## config.mk

```make
export PLATFORM = sky130hd
export DESIGN_NAME = radio_repeat_tx_scheduler
export DESIGN_NICKNAME = d
export VERILOG_FILES = /design/src/rtl/rrts_pkg.sv /design/src/rtl/rrts_div.sv /design/src/rtl/radio_repeat_tx_scheduler.sv
export SDC_FILE = /design/constraint.sdc
export NUM_CORES = 1
export LEC_CHECK = 0
export ABC_AREA = 1
export BUFFER_PORTS_ARGS = -buffer_cell sky130_fd_sc_hd__buf_4
export CELL_PAD_IN_SITES_DETAIL_PLACEMENT = 1
export CELL_PAD_IN_SITES_GLOBAL_PLACEMENT = 2
export CORE_UTILIZATION = 43
export CTS_CLUSTER_SIZE = 24
export DETAILED_ROUTE_END_ITERATION = 8
export PLACE_DENSITY_LB_ADDON = 0.1
export REMOVE_ABC_BUFFERS = 1
export SLEW_MARGIN = 20
export SYNTH_ARGS = -nofsm -noshare
export SYNTH_HDL_FRONTEND = slang
export SYNTH_HIERARCHICAL = 1
export SYNTH_SLANG_ARGS = --single-unit
export TNS_END_PERCENT = 30
```

## constraint.sdc

```tcl
create_clock -name clk -period 10.76 [get_ports clk]
set_clock_uncertainty 0.2 [all_clocks]
set_input_delay 3.228 -clock clk [delete_from_list [all_inputs] [get_ports clk]]
set_output_delay 3.228 -clock clk [all_outputs]
set_load 0.1 [all_outputs]
```

## src/rtl/rrts_pkg.sv

```systemverilog
// Shared types and constants of the repeat transmission scheduler.
package rrts_pkg;

	// Register indexes of the configuration port
	localparam logic [2:0] REG_BASE_REPEATS   = 3'd0;
	localparam logic [2:0] REG_THROTTLE_WIN   = 3'd1;
	localparam logic [2:0] REG_THROTTLE_STR   = 3'd2;
	localparam logic [2:0] REG_REPEAT_FLOOR   = 3'd3;
	localparam logic [2:0] REG_SENDS_PER_TICK = 3'd4;

	// Request codes
	localparam logic [1:0] REQ_ENQ_THROTTLED = 2'd0;
	localparam logic [1:0] REQ_ENQ_EXPLICIT  = 2'd1;
	localparam logic [1:0] REQ_TICK          = 2'd2;
	localparam logic [1:0] REQ_SYNC          = 2'd3;

	// Result kinds
	localparam logic [2:0] KIND_ENQUEUED  = 3'd0;
	localparam logic [2:0] KIND_DROPPED   = 3'd1;
	localparam logic [2:0] KIND_TRANSMIT  = 3'd2;
	localparam logic [2:0] KIND_TICK_IDLE = 3'd3;
	localparam logic [2:0] KIND_SYNC_DONE = 3'd4;

	// Field widths
	localparam int CHAN_W = 7;
	localparam int REPS_W = 16;
	localparam int WIN_W  = 16;
	localparam int STR_W  = 8;
	localparam int PROD_W = WIN_W + STR_W;
	localparam int SEQ_W  = 8;
	localparam int POS_W  = 2;
	localparam int LIM_W  = 5;

	localparam logic [POS_W-1:0]  HOPS        = 2'd3;
	localparam logic [CHAN_W-1:0] CHAN_OFFSET = 7'd2;
	localparam logic [LIM_W-1:0]  MAX_SENDS   = 5'd16;

	typedef struct packed {
		logic [CHAN_W-1:0] chan_a;
		logic [CHAN_W-1:0] chan_b;
		logic [CHAN_W-1:0] chan_c;
		logic [REPS_W-1:0] repeats;
		logic [POS_W-1:0]  pos;
	} entry_t;

endpackage

```

## src/rtl/rrts_div.sv

```systemverilog
// Restoring serial divider, one quotient bit per cycle, for repeat throttling.
module rrts_div (
	input  logic                       clk,
	input  logic                       arst_n,
	input  logic                       start,
	input  logic [rrts_pkg::PROD_W-1:0] dividend,
	input  logic [rrts_pkg::WIN_W-1:0]  divisor,
	output logic                       done,
	output logic [rrts_pkg::PROD_W-1:0] quotient
);
	import rrts_pkg::*;

	localparam int CNT_W = $clog2(PROD_W + 1);

	logic [WIN_W:0]    rem_q;
	logic [PROD_W-1:0] quo_q;
	logic [WIN_W-1:0]  div_q;
	logic [CNT_W-1:0]  cnt_q;
	logic              run_q;
	logic              done_q;

	logic [WIN_W:0]    trial;
	logic              fits;

	// One trial subtract per step
	assign trial = {rem_q[WIN_W-1:0], quo_q[PROD_W-1]};
	assign fits  = (trial >= {1'b0, div_q});

	always_ff @(posedge clk or negedge arst_n) begin
		if (!arst_n) begin
			run_q  <= 1'b0;
			done_q <= 1'b0;
			cnt_q  <= '0;
		end else begin
			done_q <= 1'b0;
			if (start) begin
				run_q <= 1'b1;
				cnt_q <= '0;
			end else if (run_q) begin
				cnt_q <= cnt_q + CNT_W'(1);
				if (cnt_q == CNT_W'(PROD_W - 1)) begin
					run_q  <= 1'b0;
					done_q <= 1'b1;
				end
			end
		end
	end

	// Datapath: dividend shifts out the top while quotient bits shift in
	always_ff @(posedge clk) begin
		if (start) begin
			rem_q <= '0;
			quo_q <= dividend;
			div_q <= divisor;
		end else if (run_q) begin
			rem_q <= fits ? (trial - {1'b0, div_q}) : trial;
			quo_q <= {quo_q[PROD_W-2:0], fits};
		end
	end

	assign done     = done_q;
	assign quotient = quo_q;

endmodule

```

## src/rtl/radio_repeat_tx_scheduler.sv

```systemverilog
// Top level of the repeat transmission scheduler: sequencer, queue memory and registers.
//
// Raise start with the request fields while busy is low; the word is taken at that
// edge and busy stays high until the cycle in which the last result is on the ports.
// Results appear one per strobe cycle on result_strobe and cannot be held off;
// last_of_run marks the final one of a request. A throttled enqueue that falls inside
// the throttle window with a nonzero strength waits on the 24-step serial divider;
// a tick does one memory read and one write-back per transmission. Configuration
// writes take effect at once and should only be issued while busy is low.
module radio_repeat_tx_scheduler #(
	parameter int QUEUE_DEPTH = 8
) (
	input  logic                        clk,
	input  logic                        arst_n,
	input  logic                        start,
	output logic                        busy,
	input  logic                        cfg_write,
	input  logic [2:0]                  cfg_index,
	input  logic [15:0]                 cfg_data,
	input  logic [1:0]                  req_type,
	input  logic [31:0]                 now_ms,
	input  logic [15:0]                 given_repeats,
	input  logic [rrts_pkg::CHAN_W-1:0] hop_chan_a,
	input  logic [rrts_pkg::CHAN_W-1:0] hop_chan_b,
	input  logic [rrts_pkg::CHAN_W-1:0] hop_chan_c,
	input  logic [7:0]                  heard_sequence,
	output logic                        result_strobe,
	output logic [2:0]                  result_kind,
	output logic [2:0]                  queue_slot,
	output logic [7:0]                  seq_value,
	output logic [15:0]                 granted_repeats,
	output logic [rrts_pkg::CHAN_W-1:0] rf_channel,
	output logic                        round_start,
	output logic                        entry_done,
	output logic                        last_of_run
);
	import rrts_pkg::*;

	localparam int SLOT_W = (QUEUE_DEPTH > 1) ? $clog2(QUEUE_DEPTH) : 1;
	localparam int CNT_W  = $clog2(QUEUE_DEPTH + 1);
	localparam int SUM_W  = CNT_W + 1;

	typedef enum logic [8:0] {
		S_IDLE    = 9'b000000001,
		S_ENQ     = 9'b000000010,
		S_DIVGO   = 9'b000000100,
		S_DIVWAIT = 9'b000001000,
		S_EMIT    = 9'b000010000,
		S_TICK    = 9'b000100000,
		S_RD      = 9'b001000000,
		S_TX      = 9'b010000000,
		S_SYNC    = 9'b100000000
	} state_t;

	state_t state_q;

	// Configuration registers
	logic [REPS_W-1:0] base_q;
	logic [WIN_W-1:0]  window_q;
	logic [STR_W-1:0]  strength_q;
	logic [REPS_W-1:0] floor_q;
	logic [LIM_W-1:0]  sends_q;

	// Scheduler state
	logic [SLOT_W-1:0] head_q;
	logic [CNT_W-1:0]  fill_q;
	logic [SEQ_W-1:0]  seq_q;
	logic [31:0]       prev_ms_q;

	// Captured request word
	logic [1:0]        req_q;
	logic [31:0]       now_q;
	logic [REPS_W-1:0] given_q;
	logic [CHAN_W-1:0] chan_a_q;
	logic [CHAN_W-1:0] chan_b_q;
	logic [CHAN_W-1:0] chan_c_q;
	logic [SEQ_W-1:0]  heard_q;

	// Working registers
	logic [PROD_W-1:0] prod_q;
	logic [REPS_W-1:0] reps_q;
	logic [LIM_W-1:0]  limit_q;
	logic [LIM_W-1:0]  sent_q;

	// Output registers
	logic              strobe_q;
	logic [2:0]        kind_q;
	logic [2:0]        slot_out_q;
	logic [SEQ_W-1:0]  seq_out_q;
	logic [REPS_W-1:0] reps_out_q;
	logic [CHAN_W-1:0] rf_q;
	logic              rs_q;
	logic              done_q;
	logic              last_q;

	// Queue memory
	entry_t            mem_q [QUEUE_DEPTH];
	entry_t            rd_q;
	logic              mem_we;
	logic [SLOT_W-1:0] mem_addr;
	entry_t            mem_wdata;

	// Divider hookup
	logic              div_done;
	logic [PROD_W-1:0] div_quo;

	rrts_div u_div (
		.clk      (clk),
		.arst_n   (arst_n),
		.start    (state_q == S_DIVGO),
		.dividend (prod_q),
		.divisor  (window_q),
		.done     (div_done),
		.quotient (div_quo)
	);

	// Tail slot and head advance
	logic [SUM_W-1:0]  tail_sum;
	logic [SUM_W-1:0]  tail_wrap;
	logic [SLOT_W-1:0] tail_slot;
	logic [SLOT_W-1:0] head_next;

	assign tail_sum  = SUM_W'(head_q) + SUM_W'(fill_q);
	assign tail_wrap = (tail_sum >= SUM_W'(QUEUE_DEPTH)) ?
		(tail_sum - SUM_W'(QUEUE_DEPTH)) : tail_sum;
	assign tail_slot = tail_wrap[SLOT_W-1:0];
	assign head_next = (head_q == SLOT_W'(QUEUE_DEPTH - 1)) ? '0 : head_q + SLOT_W'(1);

	// Queue slot numbers are reported in three bits
	logic [SLOT_W+2:0] tail_ext;
	logic [SLOT_W+2:0] head_ext;
	assign tail_ext = {3'b000, tail_slot};
	assign head_ext = {3'b000, head_q};

	logic queue_full;
	assign queue_full = (fill_q == CNT_W'(QUEUE_DEPTH));

	// Throttle decision
	logic [31:0]       elapsed;
	logic [WIN_W-1:0]  win_left;
	logic              do_throttle;
	assign elapsed     = now_q - prev_ms_q;
	assign win_left    = window_q - elapsed[WIN_W-1:0];
	assign do_throttle = (strength_q != '0) && (elapsed < {16'h0000, window_q});

	// Throttled count from the quotient; a reduction at least base leaves base
	logic [REPS_W-1:0] reduced;
	logic [REPS_W-1:0] floored;
	assign reduced = (div_quo < PROD_W'(base_q)) ? (base_q - div_quo[REPS_W-1:0]) : base_q;
	assign floored = (reduced < floor_q) ? floor_q : reduced;

	// Transmission from the head entry
	logic [POS_W-1:0]  tx_pos;
	logic [POS_W-1:0]  tx_pos_inc;
	logic [CHAN_W-1:0] tx_chan;
	logic              tx_round_end;
	logic [REPS_W-1:0] tx_reps;
	logic              tx_done;
	logic [LIM_W-1:0]  sent_inc;
	logic              tx_last;
	entry_t            tx_entry;

	always_comb begin
		tx_pos = (rd_q.pos < HOPS) ? rd_q.pos : '0;
		case (tx_pos)
			2'd0:    tx_chan = rd_q.chan_a;
			2'd1:    tx_chan = rd_q.chan_b;
			default: tx_chan = rd_q.chan_c;
		endcase
		tx_pos_inc   = tx_pos + POS_W'(1);
		tx_round_end = (tx_pos_inc >= HOPS);
		tx_reps      = tx_round_end ? (rd_q.repeats - REPS_W'(1)) : rd_q.repeats;
		tx_done      = tx_round_end && (tx_reps == '0);
		sent_inc     = sent_q + LIM_W'(1);
		tx_last      = (sent_inc == limit_q) || (tx_done && (fill_q == CNT_W'(1)));
		tx_entry         = rd_q;
		tx_entry.pos     = tx_round_end ? '0 : tx_pos_inc;
		tx_entry.repeats = tx_reps;
	end

	// Sync candidate, ahead when within half the sequence space
	logic [SEQ_W-1:0] sync_cand;
	logic [SEQ_W-1:0] sync_diff;
	logic             sync_ahead;
	assign sync_cand  = heard_q + SEQ_W'(1);
	assign sync_diff  = sync_cand - seq_q;
	assign sync_ahead = (sync_diff != '0) && !sync_diff[SEQ_W-1];

	// Memory write port: new entry at tail, or updated head entry
	always_comb begin
		mem_we    = 1'b0;
		mem_addr  = head_q;
		mem_wdata = tx_entry;
		if (state_q == S_EMIT && !queue_full) begin
			mem_we            = 1'b1;
			mem_addr          = tail_slot;
			mem_wdata.chan_a  = chan_a_q;
			mem_wdata.chan_b  = chan_b_q;
			mem_wdata.chan_c  = chan_c_q;
			mem_wdata.repeats = reps_q;
			mem_wdata.pos     = '0;
		end else if (state_q == S_TX) begin
			mem_we = 1'b1;
		end
	end

	always_ff @(posedge clk) begin
		if (mem_we) begin
			mem_q[mem_addr] <= mem_wdata;
		end
		rd_q <= mem_q[head_q];
	end

	// Configuration registers
	always_ff @(posedge clk or negedge arst_n) begin
		if (!arst_n) begin
			base_q     <= 16'd10;
			window_q   <= 16'd200;
			strength_q <= '0;
			floor_q    <= '0;
			sends_q    <= 5'd1;
		end else if (cfg_write) begin
			case (cfg_index)
				REG_BASE_REPEATS:   base_q     <= cfg_data;
				REG_THROTTLE_WIN:   window_q   <= cfg_data;
				REG_THROTTLE_STR:   strength_q <= cfg_data[STR_W-1:0];
				REG_REPEAT_FLOOR:   floor_q    <= cfg_data;
				REG_SENDS_PER_TICK: sends_q    <= cfg_data[LIM_W-1:0];
				default: ;
			endcase
		end
	end

	// Request capture
	always_ff @(posedge clk) begin
		if (start && state_q == S_IDLE) begin
			now_q    <= now_ms;
			given_q  <= given_repeats;
			chan_a_q <= hop_chan_a;
			chan_b_q <= hop_chan_b;
			chan_c_q <= hop_chan_c;
			heard_q  <= heard_sequence;
		end
	end

	// Sequencer
	always_ff @(posedge clk or negedge arst_n) begin
		if (!arst_n) begin
			state_q   <= S_IDLE;
			req_q     <= REQ_ENQ_THROTTLED;
			head_q    <= '0;
			fill_q    <= '0;
			seq_q     <= '0;
			prev_ms_q <= '0;
			limit_q   <= '0;
			sent_q    <= '0;
			strobe_q  <= 1'b0;
		end else begin
			strobe_q <= 1'b0;
			case (state_q)
				S_IDLE: begin
					if (start) begin
						req_q <= req_type;
						case (req_type)
							REQ_ENQ_THROTTLED: state_q <= S_ENQ;
							REQ_ENQ_EXPLICIT:  state_q <= S_ENQ;
							REQ_TICK:          state_q <= S_TICK;
							default:           state_q <= S_SYNC;
						endcase
					end
				end
				S_ENQ: begin
					if (req_q == REQ_ENQ_THROTTLED) begin
						prev_ms_q <= now_q;
						state_q   <= do_throttle ? S_DIVGO : S_EMIT;
					end else begin
						state_q <= S_EMIT;
					end
				end
				S_DIVGO: begin
					state_q <= S_DIVWAIT;
				end
				S_DIVWAIT: begin
					if (div_done) begin
						state_q <= S_EMIT;
					end
				end
				S_EMIT: begin
					strobe_q <= 1'b1;
					if (!queue_full) begin
						seq_q  <= seq_q + SEQ_W'(1);
						fill_q <= fill_q + CNT_W'(1);
					end
					state_q <= S_IDLE;
				end
				S_TICK: begin
					sent_q  <= '0;
					limit_q <= (sends_q > MAX_SENDS) ? MAX_SENDS : sends_q;
					if (sends_q == '0 || fill_q == '0) begin
						strobe_q <= 1'b1;
						state_q  <= S_IDLE;
					end else begin
						state_q <= S_RD;
					end
				end
				S_RD: begin
					state_q <= S_TX;
				end
				S_TX: begin
					strobe_q <= 1'b1;
					sent_q   <= sent_inc;
					if (tx_done) begin
						head_q <= head_next;
						fill_q <= fill_q - CNT_W'(1);
					end
					state_q <= tx_last ? S_IDLE : S_RD;
				end
				S_SYNC: begin
					strobe_q <= 1'b1;
					if (sync_ahead) begin
						seq_q <= sync_cand;
					end
					state_q <= S_IDLE;
				end
				default: state_q <= S_IDLE;
			endcase
		end
	end

	// Working count for the enqueue
	always_ff @(posedge clk) begin
		if (state_q == S_ENQ) begin
			prod_q <= PROD_W'(win_left) * PROD_W'(strength_q);
			reps_q <= (req_q == REQ_ENQ_THROTTLED) ? base_q : given_q;
		end else if (state_q == S_DIVWAIT && div_done) begin
			reps_q <= floored;
		end
	end

	// Result word
	always_ff @(posedge clk) begin
		case (state_q)
			S_EMIT: begin
				kind_q     <= queue_full ? KIND_DROPPED : KIND_ENQUEUED;
				slot_out_q <= queue_full ? 3'd0 : tail_ext[2:0];
				seq_out_q  <= queue_full ? '0 : seq_q;
				reps_out_q <= queue_full ? '0 : reps_q;
				rf_q       <= '0;
				rs_q       <= 1'b0;
				done_q     <= 1'b0;
				last_q     <= 1'b1;
			end
			S_TICK: begin
				kind_q     <= KIND_TICK_IDLE;
				slot_out_q <= 3'd0;
				seq_out_q  <= '0;
				reps_out_q <= '0;
				rf_q       <= '0;
				rs_q       <= 1'b0;
				done_q     <= 1'b0;
				last_q     <= 1'b1;
			end
			S_TX: begin
				kind_q     <= KIND_TRANSMIT;
				slot_out_q <= head_ext[2:0];
				seq_out_q  <= '0;
				reps_out_q <= '0;
				rf_q       <= tx_chan + CHAN_OFFSET;
				rs_q       <= (tx_pos == '0);
				done_q     <= tx_done;
				last_q     <= tx_last;
			end
			S_SYNC: begin
				kind_q     <= KIND_SYNC_DONE;
				slot_out_q <= 3'd0;
				seq_out_q  <= sync_ahead ? sync_cand : seq_q;
				reps_out_q <= '0;
				rf_q       <= '0;
				rs_q       <= 1'b0;
				done_q     <= 1'b0;
				last_q     <= 1'b1;
			end
			default: ;
		endcase
	end

	assign busy            = (state_q != S_IDLE);
	assign result_strobe   = strobe_q;
	assign result_kind     = kind_q;
	assign queue_slot      = slot_out_q;
	assign seq_value       = seq_out_q;
	assign granted_repeats = reps_out_q;
	assign rf_channel      = rf_q;
	assign round_start     = rs_q;
	assign entry_done      = done_q;
	assign last_of_run     = last_q;

endmodule

```

# Yosys cells after proc, flatten, opt, wreduce, memory -nomap -nowiden
# Memory sizes are Yosys's and may differ from the RTL's. A register that Yosys moved wholly into a read port is not among the register bits.
# Index checks and enable logic that the tools add are counted.
[word_totals] register_bits=350 memories=1 inputBits=102 mem_bits_rw=312 output_inout_bits=42
[classes] n_eq_ne=26 multipliers=1 n_reduce_logical=47 n_lt_le_gt_ge=8 mux=58 n_addsub=17
[mem_list] name="mem_q" depth=8 word_bits=39 read_ports=1 rd_ports_with_merged_regs=1 wr=1 line_no="radio_repeat_tx_scheduler.sv:97" text="entry_t mem_q [QUEUE_DEPTH];"
[op_table] operator="two-way mux 16 bit" n=8
[op_table] operator="one-hot mux 9 bit (7 select lines)" n=1
[op_table] operator="two-way mux 24 bit" n=2
[op_table] operator="subtractor 16 bit" n=3
[op_table] operator="two-way mux 39 bit" n=1
[op_table] operator="less-than comparator 32 x 16 -> 1 bit" n=1
[op_table] operator="one-hot mux 16 bit (2 select lines)" n=1
[op_table] operator="subtractor 32 bit" n=1
[op_table] operator="one-hot mux 7 bit (2 select lines)" n=2
[op_table] operator="two-way mux 5 bit" n=5
[op_table] operator="less-than comparator 24 x 16 -> 1 bit" n=1
[op_table] operator="multiplier 16 x 8 -> 24 bit" n=1
[op_table] operator="two-way mux 8 bit" n=3
[op_table] operator="one-hot mux 8 bit (3 select lines)" n=1
[op_table] operator="AND reduction 2 bit" n=10
[op_table] operator="two-way mux 9 bit" n=2
[op_table] operator="one-hot mux 9 bit (2 select lines)" n=1
[op_table] operator=">= comparator 17 x 16 -> 1 bit" n=1
[op_table] operator="adder 8 x 1 -> 8 bit, second input constant" n=2
[op_table] operator="zero test 16 bit" n=1
[op_table] operator="less-than comparator 16 bit" n=1
[op_table] operator="one-hot mux 8 bit (2 select lines)" n=1
[op_table] operator="nonzero test 8 bit" n=2
[op_table] operator="subtractor 16 x 1 -> 16 bit, second input constant" n=1
[op_table] operator="other kinds (57)" n=104

# Longest topological paths before layout
[logic_depth] word_depth=11 mapped_depth=36 mapped_depth_nobuf=36

# Cells and area by module
# The synthesis kept the hierarchy.
[modules_own_cells] module="radio_repeat_tx_scheduler" cells_per_inst=3567 seq_area_each_um2=18126.1 instances=1 area_per_inst_um2=34169.0
[modules_own_cells] module="rrts_div" cells_per_inst=474 seq_area_each_um2=1696.6 instances=1 area_per_inst_um2=3733.6

# Least setup slack after synthesis
# No wires, ideal clock.
[synth_path] path_kind="register -> register" start="register prev_ms_q[0]" end="register prod_q[22], data pin" setup_ns=0.265 n_path_buf=0 stages_incl_launch_ff=32 arrival_time_ns=6.354 setup_slack_ns=3.941 cell_sequence="dfrtp_1 ha_1 fa_1 inv_1 nand3_1 nand2_1 a21oi_1 xnor2_1 ha_1 nand2_1 o21ai_2 nand2_1 nand2_1 o21ai_0 o21ai_1 xor2_1 nand2_1 fa_1 inv_1 fa_1 fa_1 inv_1 fa_1 inv_1 ha_1 a21oi_1 o21ai_0 a21oi_1 o21ai_0 a21boi_0 o21ai_0 xor2_1"
[synth_via] elab_chain_cells=3
[synth_rtl] element="from (decl)" line_no="radio_repeat_tx_scheduler.sv:68" text="logic [31:0] prev_ms_q;"
[synth_rtl] element="from (signal assigned)" line_no="radio_repeat_tx_scheduler.sv:274" text="prev_ms_q <= now_q;"
[synth_rtl] element="subtractor 32 bit" line_no="radio_repeat_tx_scheduler.sv:142" text="assign elapsed = now_q - prev_ms_q;"
[synth_rtl] element="subtractor 16 bit" line_no="radio_repeat_tx_scheduler.sv:143" text="assign win_left = window_q - elapsed[WIN_W-1:0];"
[synth_rtl] element="multiplier 16 x 8 -> 24 bit" line_no="radio_repeat_tx_scheduler.sv:333" text="prod_q <= PROD_W'(win_left) * PROD_W'(strength_q);"
[synth_rtl] element="to (signal assigned)" line_no="radio_repeat_tx_scheduler.sv:333"
[synth_rtl] element="to (decl)" line_no="radio_repeat_tx_scheduler.sv:80" text="logic [PROD_W-1:0] prod_q;"
# Every way passes these cells.
# A chain may end at the register's enable or synchronous reset.

# Worst setup path in the final report
# Ends and elaborated chain as after synthesis.

==> flow_metrics.py <==
metrics = {
    "place": {
        "place.gp.congestion": 0.831,
        "placedInstanceArea_um2": 40200,
        "place_hpwl_um": 74600,
        "pre_cts_ws_ns": 2.92,
        "port_buffers": 143,
        "dp.cells": 5245,
    },
    "cells_and_area": {
        "fin_area_um2": 42900,
        "fin_cells": 5391,
        "antennaDiodeCount": 0,
        "fill_cells": 9909,
        "final_nets": 4554,
        "area_delta_synth_final_pct": 13.1,
        "drive_gt1_frac": 0.0947,
    },
    "die": {
        "io_pins": 144,
        "fp.dieArea_um2": 89300,
        "die_x_um": 299,
        "coreArea_um2": 87000,
        "start_util": 0.436,
        "fp.dieH_um": 299,
        "core.rowCount": 108,
    },
    "detailed_routing": {
        "top_layer_used": "met4",
        "drcViolationCount": 0,
        "drtPass1Iterations": 5,
        "ant_nets": 0,
        "met2_length_um": 53600,
        "post_drt_wl_per_cell_um": 19.7,
        "num_vias": 28100,
        "drt_iter0_drc": 1203,
        "met1_length_um": 48100,
        "vias_per_cell": 5.21,
        "dr_wl_met3_um": 3160,
        "wl_um": 106000,
    },
    "clocking": {
        "ctsResizeCount": 0,
        "clock_sinks": 701,
        "worstSkewPairLatency_ns": 0.64,
        "cts_tree": "yes",
        "cts_root_buf": "clkbuf_16",
        "cts_setup_buffers": 0,
        "h-tree-depth": 3,
        "cts_hold_buffers": 0,
        "cts_made_buffers": 79,
        "clkTransAtPathRegs_ns": 0.06,
        "clk_path_buf_depth": 3,
    },
    "run_status": {
        "outcome": "complete, no violations",
    },
    "setup_path": {
        "crit_start": "prev_ms_q[0]$_DFFE_PN0P_",
        "crit_top_cell": "fa_1",
        "r2r_cells": 29,
        "reg2reg_from": "prev_ms_q[0]$_DFFE_PN0P_",
        "slowest_stage": "xor2_1",
        "cp.arrival_ns": 7.95,
        "cp-start-kind": "flop",
        "timing.rr.end": "prod_q[22]$_DFFE_PP_",
        "path_class": "reg -> reg",
        "slowest_delay_ns": 0.60,
        "critPathCapture": "prod_q[22]$_DFFE_PP_",
        "path_depth": 29,
        "critPathTopFamily": "adder cells",
        "endpoint_kind": "flop",
        "reg2reg_slack_ns": 2.99,
        "cp.buffers_inverters": 4,
        "cp.required_ns": 10.93,
        "cp_max_fo": 8,
    },
    "timing": {
        "tightest_slew_ns": 1.06,
        "rsz0062_at_grt": "false",
        "period_share": 0.722,
        "slew_headroom": 0.292,
        "finalSetupTns_ns": 0,
        "finalSetupViolCount": 0,
        "maxSlewViolCount": 0,
        "layout_min_cycle_time_ns": 7.77,
        "worst_slack_ns": 2.99,
        "fmax_ghz": 0.129,
        "hold_viol_final": 0,
    },
    "synth": {
        "synth_area_leaders": "edfxtp_1 (40%), dfrtp_1 (8.6%), nand2_1 (7.4%)",
        "synth.most_common_cell": "nand2_1",
        "synth.avg_cell_area_um2": 9.38,
        "ys.flop_type": "edfxtp_1",
        "yosysTopAreaCellShare": 0.403,
        "syn_area_um2": 37900,
        "ys_seq_elements": 701,
        "ys_seq_area_frac": 0.523,
        "synth_cells": 4041,
        "postSynth.asyncResetShare": 0.195,
        "yosysWarningCount": 6,
        "yosysUniqueCellTypes": 65,
        "ys_top_cells_by_count": "nand2_1 (749), nor2_1 (561), inv_1 (524)",
        "synth_top_area_cell": "edfxtp_1",
        "synth-edff-count": 509,
    },
    "global_route": {
        "grt_max_degree": 159,
        "grt_pass1_vias": 29500,
        "antenna_found_initial": 1,
        "grt_usage": 0.240,
        "grt_pass1_wl_um": 168000,
        "overflow": 0,
    },
    "flow_run": {
        "maxCapViolCount": 0,
    },
    "worst_hold_path": {
        "hold_class": "reg -> reg",
    },
}
## worst min-delay path by stage
stage               cells past startpoint                            to  slack (ns)                          from
floorplan                               2  u_div/rem_q[10]$_SDFFE_PP0P_        0.24  u_div/rem_q[10]$_SDFFE_PP0P_
global placement                        2   u_div/rem_q[7]$_SDFFE_PP0P_        0.26   u_div/rem_q[7]$_SDFFE_PP0P_
detailed placement                      2   u_div/rem_q[7]$_SDFFE_PP0P_        0.26   u_div/rem_q[7]$_SDFFE_PP0P_
CTS                                     2   u_div/rem_q[7]$_SDFFE_PP0P_        0.27   u_div/rem_q[7]$_SDFFE_PP0P_
global route                            2   u_div/rem_q[7]$_SDFFE_PP0P_        0.30   u_div/rem_q[7]$_SDFFE_PP0P_
finish                                  2   u_div/rem_q[7]$_SDFFE_PP0P_        0.27   u_div/rem_q[7]$_SDFFE_PP0P_
## final cells by class
type / instances / area (um^2) / area share
timing repair buffer: 171 / 1290 / 0.0300
multi-input combinational: 2670 / 15600 / 0.363
inverter: 548 / 2070 / 0.0483
tap: 1155 / 1450 / 0.0337
clock buffer: 111 / 2200 / 0.0513
sequential: 701 / 19800 / 0.463
clock inverter: 35 / 454 / 0.0106
## worst reg2reg max path: cells and delay by family, from the launching register on
kind,cells,cell delay (ns)
compound gates,9,1.77
xor+xnor,3,0.91
fa+ha+maj,8,3.46
buf+inv,4,0.24
flops,1,0.38
simple gates,5,0.53
## routing by layer
layer	vias to the layer above	track usage
met5	-	0
met4	0	0.0492
met3	96	0.0233
met2	377	0.423
met1	14000	0.319
li1	13600	-
## kinds of logic (layout without fill, tap and decap cells)
family,count (synthesis),in the layout,synth area share
buf+inv,670,865,0.0683
mux,1,1,0.000297
flops,701,701,0.523
compound gates,660,660,0.0948
xor+xnor,91,91,0.0210
simple gates,1637,1637,0.182
fa+ha+maj,281,281,0.111
## cells in the final DEF (no fill, tap or decap), types with 8 or more instances in the layout
master | Yosys | layout
clkbuf_1 | 97 | 24
nand2_1 | 749 | 747
o21ai_0 | 332 | 332
o22ai_1 | 48 | 48
nand2_2 | 17 | 19
edfxtp_1 | 509 | 509
a31oi_1 | 54 | 54
dfxtp_1 | 55 | 55
ha_1 | 191 | 191
a21o_1 | 8 | 8
dfrtp_1 | 130 | 128
inv_1 | 524 | 522
a21oi_1 | 166 | 166
clkinv_2 | 0 | 14
fa_1 | 90 | 90
nand3_1 | 155 | 155
o21ai_1 | 10 | 10
nor2_4 | 3 | 12
clkbuf_16 | 0 | 81
nor3_1 | 34 | 33
buf_4 | 1 | 170
nand4_1 | 29 | 29
inv_2 | 19 | 19
nor2_2 | 13 | 13
nor2_1 | 561 | 552
or2_2 | 14 | 14
xnor2_1 | 33 | 33
nand3b_1 | 31 | 31
xor2_1 | 58 | 58
clkinv_1 | 5 | 10
## state kept, by name, indices dropped and copies added (netlist names), 24 cells and up
| signal | cells |
|---|---|
| u_div/quotient | 24 |
| rd_q | 39 |
| mem_q | 312 |
| prev_ms_q | 32 |
| prod_q | 24 |
| now_q | 32 |
## per-stage QoR
step,hold slack (ns),utilization
after CTS,0.268,0.492
after global placement,0.259,0.462
after global routing,0.298,0.492
after detailed placement,0.257,0.462
after floorplan,0.244,-
final,0.269,0.492
Power is not shown: default switching activity piles up to over one toggle a cycle in this logic, so the estimate is an artifact.
